<file path="src/hw/rtl/psm_pkg.sv">
package psm_pkg;

	// Stack cells and instruction fields
	localparam int DATA_W      = 32;
	localparam int PC_W        = 16;
	localparam int ARG_W       = 16;
	localparam int STACK_DEPTH = 512;
	// Static links followed at most, whatever the level field asks
	localparam int MAX_LEVEL   = 3;

	// Instruction opcodes
	typedef enum logic [3:0] {
		FN_NOP = 4'd0,
		FN_LIT = 4'd1,
		FN_OPR = 4'd2,
		FN_LOD = 4'd3,
		FN_STO = 4'd4,
		FN_CAL = 4'd5,
		FN_INC = 4'd6,
		FN_JMP = 4'd7,
		FN_JPC = 4'd8,
		FN_WRT = 4'd9,
		FN_STP = 4'd10,
		FN_LID = 4'd11,
		FN_LDA = 4'd12,
		FN_SID = 4'd13
	} func_t;

	// Operator codes carried in the argument of opr
	typedef enum logic [3:0] {
		OPR_RET = 4'd0,
		OPR_NEG = 4'd1,
		OPR_ADD = 4'd2,
		OPR_SUB = 4'd3,
		OPR_MUL = 4'd4,
		OPR_DIV = 4'd5,
		OPR_ODD = 4'd6,
		OPR_MOD = 4'd7,
		OPR_EQ  = 4'd8,
		OPR_NE  = 4'd9,
		OPR_LT  = 4'd10,
		OPR_LE  = 4'd11,
		OPR_GT  = 4'd12,
		OPR_GE  = 4'd13
	} opr_t;

	// Result status codes
	typedef enum logic [1:0] {
		STS_OK       = 2'd0,
		STS_RANGE    = 2'd1,
		STS_DIV_ZERO = 2'd2
	} status_t;

	// Sequencer states
	typedef enum logic [3:0] {
		S_CLEAR,
		S_IDLE,
		S_WALK,
		S_WALK_DATA,
		S_DECODE,
		S_RD1,
		S_RD1_DATA,
		S_RD2,
		S_RD2_DATA,
		S_ALU,
		S_ALU_WAIT,
		S_WRITE,
		S_DONE
	} psm_state_t;

	typedef struct packed {
		logic [3:0]       func;
		logic [1:0]       level_diff;
		logic [ARG_W-1:0] argument;
	} psm_in_t;

	typedef struct packed {
		logic [PC_W-1:0]          next_pc;
		logic                     write_valid;
		logic signed [DATA_W-1:0] write_value;
		logic                     halted;
		logic [1:0]               status;
	} psm_out_t;

	typedef struct packed {
		logic              start;
		opr_t              op;
		logic [DATA_W-1:0] x;
		logic [DATA_W-1:0] y;
	} alu_req_t;

	typedef struct packed {
		logic              done;
		logic              div_zero;
		logic [DATA_W-1:0] value;
	} alu_rsp_t;

endpackage

</file>
<file path="src/hw/rtl/psm_alu.sv">
module psm_alu (
	input  logic              clk,
	input  logic              arst_n,
	input  psm_pkg::alu_req_t req,
	output psm_pkg::alu_rsp_t rsp
);
	import psm_pkg::*;

	localparam int CNT_W = $clog2(DATA_W + 1);

	logic              busy_q;
	logic              done_q;
	logic [CNT_W-1:0]  cnt_q;
	logic [DATA_W:0]   rem_q;
	logic [DATA_W-1:0] quo_q;
	logic [DATA_W-1:0] den_q;
	logic              qneg_q;
	logic              rneg_q;
	logic              mod_q;
	logic              dz_q;
	logic [DATA_W-1:0] value_q;

	logic              is_div;
	logic [DATA_W-1:0] simple;
	logic [DATA_W-1:0] prod;
	logic [DATA_W-1:0] x_mag;
	logic [DATA_W-1:0] y_mag;
	logic [DATA_W:0]   rem_sh;
	logic [DATA_W:0]   diff;
	logic [DATA_W-1:0] q_fix;
	logic [DATA_W-1:0] r_fix;

	assign is_div = (req.op == OPR_DIV) || (req.op == OPR_MOD);
	assign prod   = req.x * req.y;
	assign x_mag  = req.x[DATA_W-1] ? (DATA_W'(0) - req.x) : req.x;
	assign y_mag  = req.y[DATA_W-1] ? (DATA_W'(0) - req.y) : req.y;

	// Operators other than div and mod
	always_comb begin
		case (req.op)
			OPR_NEG: simple = DATA_W'(0) - req.x;
			OPR_ODD: simple = req.x[0] ? (req.x[DATA_W-1] ? '1 : DATA_W'(1)) : '0;
			OPR_ADD: simple = req.x + req.y;
			OPR_SUB: simple = req.x - req.y;
			OPR_MUL: simple = prod;
			OPR_EQ:  simple = DATA_W'(req.x == req.y);
			OPR_NE:  simple = DATA_W'(req.x != req.y);
			OPR_LT:  simple = DATA_W'($signed(req.x) <  $signed(req.y));
			OPR_LE:  simple = DATA_W'($signed(req.x) <= $signed(req.y));
			OPR_GT:  simple = DATA_W'($signed(req.x) >  $signed(req.y));
			OPR_GE:  simple = DATA_W'($signed(req.x) >= $signed(req.y));
			default: simple = '0;
		endcase
	end

	// Restoring divide step, one quotient bit per cycle
	assign rem_sh = {rem_q[DATA_W-1:0], quo_q[DATA_W-1]};
	assign diff   = rem_sh - {1'b0, den_q};
	assign q_fix  = qneg_q ? (DATA_W'(0) - quo_q) : quo_q;
	assign r_fix  = rneg_q ? (DATA_W'(0) - rem_q[DATA_W-1:0]) : rem_q[DATA_W-1:0];

	// Control
	always_ff @(posedge clk or negedge arst_n) begin
		if (!arst_n) begin
			busy_q <= 1'b0;
			done_q <= 1'b0;
			cnt_q  <= '0;
		end else begin
			done_q <= 1'b0;
			if (req.start) begin
				if (is_div && (req.y != '0)) begin
					busy_q <= 1'b1;
					cnt_q  <= CNT_W'(DATA_W);
				end else begin
					done_q <= 1'b1;
				end
			end else if (busy_q) begin
				if (cnt_q != '0) begin
					cnt_q <= cnt_q - CNT_W'(1);
				end else begin
					busy_q <= 1'b0;
					done_q <= 1'b1;
				end
			end
		end
	end

	// Datapath
	always_ff @(posedge clk) begin
		if (req.start) begin
			value_q <= simple;
			dz_q    <= 1'b0;
			if (is_div) begin
				if (req.y == '0) begin
					value_q <= '0;
					dz_q    <= 1'b1;
				end else begin
					rem_q  <= '0;
					quo_q  <= x_mag;
					den_q  <= y_mag;
					qneg_q <= req.x[DATA_W-1] ^ req.y[DATA_W-1];
					rneg_q <= req.x[DATA_W-1];
					mod_q  <= (req.op == OPR_MOD);
				end
			end
		end else if (busy_q) begin
			if (cnt_q != '0) begin
				if (!diff[DATA_W]) begin
					rem_q <= diff;
					quo_q <= {quo_q[DATA_W-2:0], 1'b1};
				end else begin
					rem_q <= rem_sh;
					quo_q <= {quo_q[DATA_W-2:0], 1'b0};
				end
			end else begin
				value_q <= mod_q ? r_fix : q_fix;
			end
		end
	end

	assign rsp.done     = done_q;
	assign rsp.div_zero = dz_q;
	assign rsp.value    = value_q;

endmodule

</file>
<file path="config.mk">
export PLATFORM = sky130hd
export DESIGN_NAME = psm_alu
export DESIGN_NICKNAME = d
export VERILOG_FILES = /design/src/hw/rtl/psm_pkg.sv /design/src/hw/rtl/psm_alu.sv
export SDC_FILE = /design/constraint.sdc
export NUM_CORES = 2
export LEC_CHECK = 0
export BUFFER_PORTS_ARGS = -buffer_cell sky130_fd_sc_hd__buf_2
export CAP_MARGIN = 0
export CORE_MARGIN = 10
export CORE_UTILIZATION = 45
export DETAILED_ROUTE_END_ITERATION = 16
export GPL_TIMING_DRIVEN = 0
export SKIP_LAST_GASP = 1
export SYNTH_ARGS = -nofsm -noshare
export SYNTH_HDL_FRONTEND = slang
export SYNTH_SLANG_ARGS = --single-unit
</file>
<file path="constraint.sdc">
create_clock -name clk -period 4.4 [get_ports clk]
set_input_delay 0.66 -clock clk [delete_from_list [all_inputs] [get_ports clk]]
set_output_delay 0.66 -clock clk [all_outputs]
set_load 0.01 [all_outputs]
</file>
==> metrics <==
outcome=complete, but fails checks; failing checks=negative setup slack; Die Area=0.0767 sq mm; IO buf count=103; number of CTS-inserted buffers=17; critical-path maximum fanout=5; critical path class=in -> reg; DR WL/cell=25.8 um; Final Hold Vio Count=0; most common flop cell mapped by yosys=edfxtp_1; Routed Antenna Nets=0; num rows=94; unique cell type count in the Yosys netlist=78; htree depth=4; All-Layer GR Usage=29.9%; initial antenna violation count=6; min Tclk post-route=7.47 ns; DRC=0; dpl cells=4401; clock slew at reported path FFs=0.06 ns; R2R Setup Slk=-0.03 ns; fin util=54.4%; largest net degree at the start of global routing=65; Clock Tree Root=clkbuf_16; end of the worst register-to-register path=value_q[30]; Worst Reg-to-Reg Cells=11; async set or reset register ratio after synthesis=5.71%; CP max stage delay=0.63 ns; Synth Cell Area=0.0297 sq mm; Slew HR=31.6%; Initial DRC Count=2339; Die Ht=277 um; Crit path required time=4.65 ns; max cap viols=0; clk buf depth=2; Peak Freq=134 MHz; Initial Util=45.3%; Hold Slack=0.0546 ns; core area=0.0656 sq mm; worst setup margin=-3.07 ns; Worst-Skew Late Latency=0.44 ns; number of synthesized flops with an enable pin=132; actual slew at the worst max-slew pin=1.03 ns; sequential element share of the synthesized area=14.0%; Clock Sinks=140; Slew Viols, Final=0; Post-Syn Nets=4139; Worst setup EP type=flip-flop; vias in the first global route=27170; CP Launch Type=input pin; hpwl dp=94900 um; slowest stage cell, crit path=xnor2_1; gp weighted congestion=1.00; Via Count=25971; Crit Reg-Reg Startpoint=rem_q[7]; Ports=105; Post-Layout Cell Count=4525; first-pass GRT wire length=173000 um; Vias/cell=5.74; Final Setup Violations=26; layout cells sized above 1=16.1%; commonest cells after routing, fill and taps aside=inv_1 (485), fa_1 (390), nand2_1 (322), and2_1 (241), nor2_1 (233); unrepaired setup endpoints after global routing=true; area grow syn2layout=20.2%; router iterations before antenna repair=5; Final period util=170%; Synth Register Bits=140; Mapped Cells=3432; arrival time at the worst endpoint=7.72 ns; die width=277 um; Post-Syn Area per Cell=8.66 sq um; total grt overflow=0; synthesis warning total=0; dpl ws=-5.32 ns; CTS tree=built; WL final=117000 um; nets=4350; commonest non-fill, non-tap cell in the layout=inv_1; Hold Path Class=in -> async; Setup Skew=0.0116 ns
[synthesized netlist by cell type, types with 28 or more instances]
cell      count  area, sq um
or3_1        41          257
o21ai_0     114          571
a21o_1       35          263
nand2_1     324         1220
nand3_1      28          140
fa_1        411         8230
edfxtp_1    132         3960
clkbuf_1    182          683
nor3_1       37          185
and2_1      261         1630
mux2i_1      38          380
inv_1       502         1880
xor2_1       94          823
a21oi_1     175          876
ha_1        225         2820
nor2_1      239          897
o31ai_1      35          263
xnor2_1     192         1680
[sequential cells by signal, summed over array words and instances, names as in the netlist]
signal / count
den_q: 32
quo_q: 32
busy_q: 1
rem_q: 32
qneg_q: 1
rneg_q: 1
mod_q: 1
done_q: 1
value_q: 32
cnt_q: 6
dz_q: 1
[worst max path at each step]
| stage | from | endpoint | slack (ns) | cells past startpoint |
|---|---|---|---|---|
| 3_3_place_gp | req[32] | value_q[30] | -5.33 | 25 |
| 4_1_cts | req[44] | value_q[27] | -2.94 | 28 |
| 5_1_grt | req[2] | value_q[24] | -3.13 | 26 |
| 2_1_floorplan | req[38] | value_q[24] | -2.79 | 25 |
| 6_report | req[7] | value_q[19] | -3.07 | 26 |
| 3_5_place_dp | req[32] | value_q[26] | -5.32 | 26 |
[repair_timing]
action / 4_1_cts / 5_1_grt
setup buffers: 74 / 19
endpoints found under the setup margin: 73 / 156
gates resized for setup: 439 / 101
cloned: 2 / 0
hold buffers: 0 / 0
pin swaps: 102 / 80
[critical path, delay by kind of cell]
kind / cells / cell delay (ns)
xor+xnor: 1 / 0.63
fa+ha+maj: 9 / 3.81
buf+inv: 6 / 0.70
compound gates: 5 / 1.03
simple gates: 5 / 0.84
[cell families (layout without fill, tap and decap cells)]
kind of cell,after synthesis,in the layout,synth area share [%]
xor+xnor,288,288,8.54
flops,140,140,14.0
mux,41,41,1.39
simple gates,1051,1051,17.5
compound gates,575,575,12.5
buf+inv,701,925,8.92
other cells,0,5,0
fa+ha+maj,636,636,37.2
[layout make-up]
type	count	area, sq um
sequential	140	4160
fill	6104	29900
timing repair buffer	198	1530
clock buffer	20	447
antenna	5	12.5
tap	864	1080
inverter	504	1900
multi-input combinational	2591	24500
clock inverter	12	114
buffer	191	1960
[stage by stage]
stage,area [sq um],TNS [ns]
after floorplan,30100,-53.06
after global placement,31700,-338.14
after detailed placement,31800,-182.92
after CTS,35200,-63.66
after global routing,35700,-65.44
final,35700,-62.91
[routing by layer]
| metal | vias up | part of all wire [%] | wire [um] | GRT usage (%) |
|---|---|---|---|---|
| met5 | - | 0 | 0 | 0 |
| met4 | 0 | 7.1 | 8240 | 18.5 |
| met3 | 322 | 7.2 | 8450 | 4.46 |
| met2 | 1157 | 46 | 53300 | 48.1 |
| met1 | 12886 | 40 | 46700 | 37.5 |
| li1 | 11606 | - | - | - |
Power is left out: the tool's default activity adds up to more than one toggle a clock period on the data nets, which glitch-free logic cannot reach.
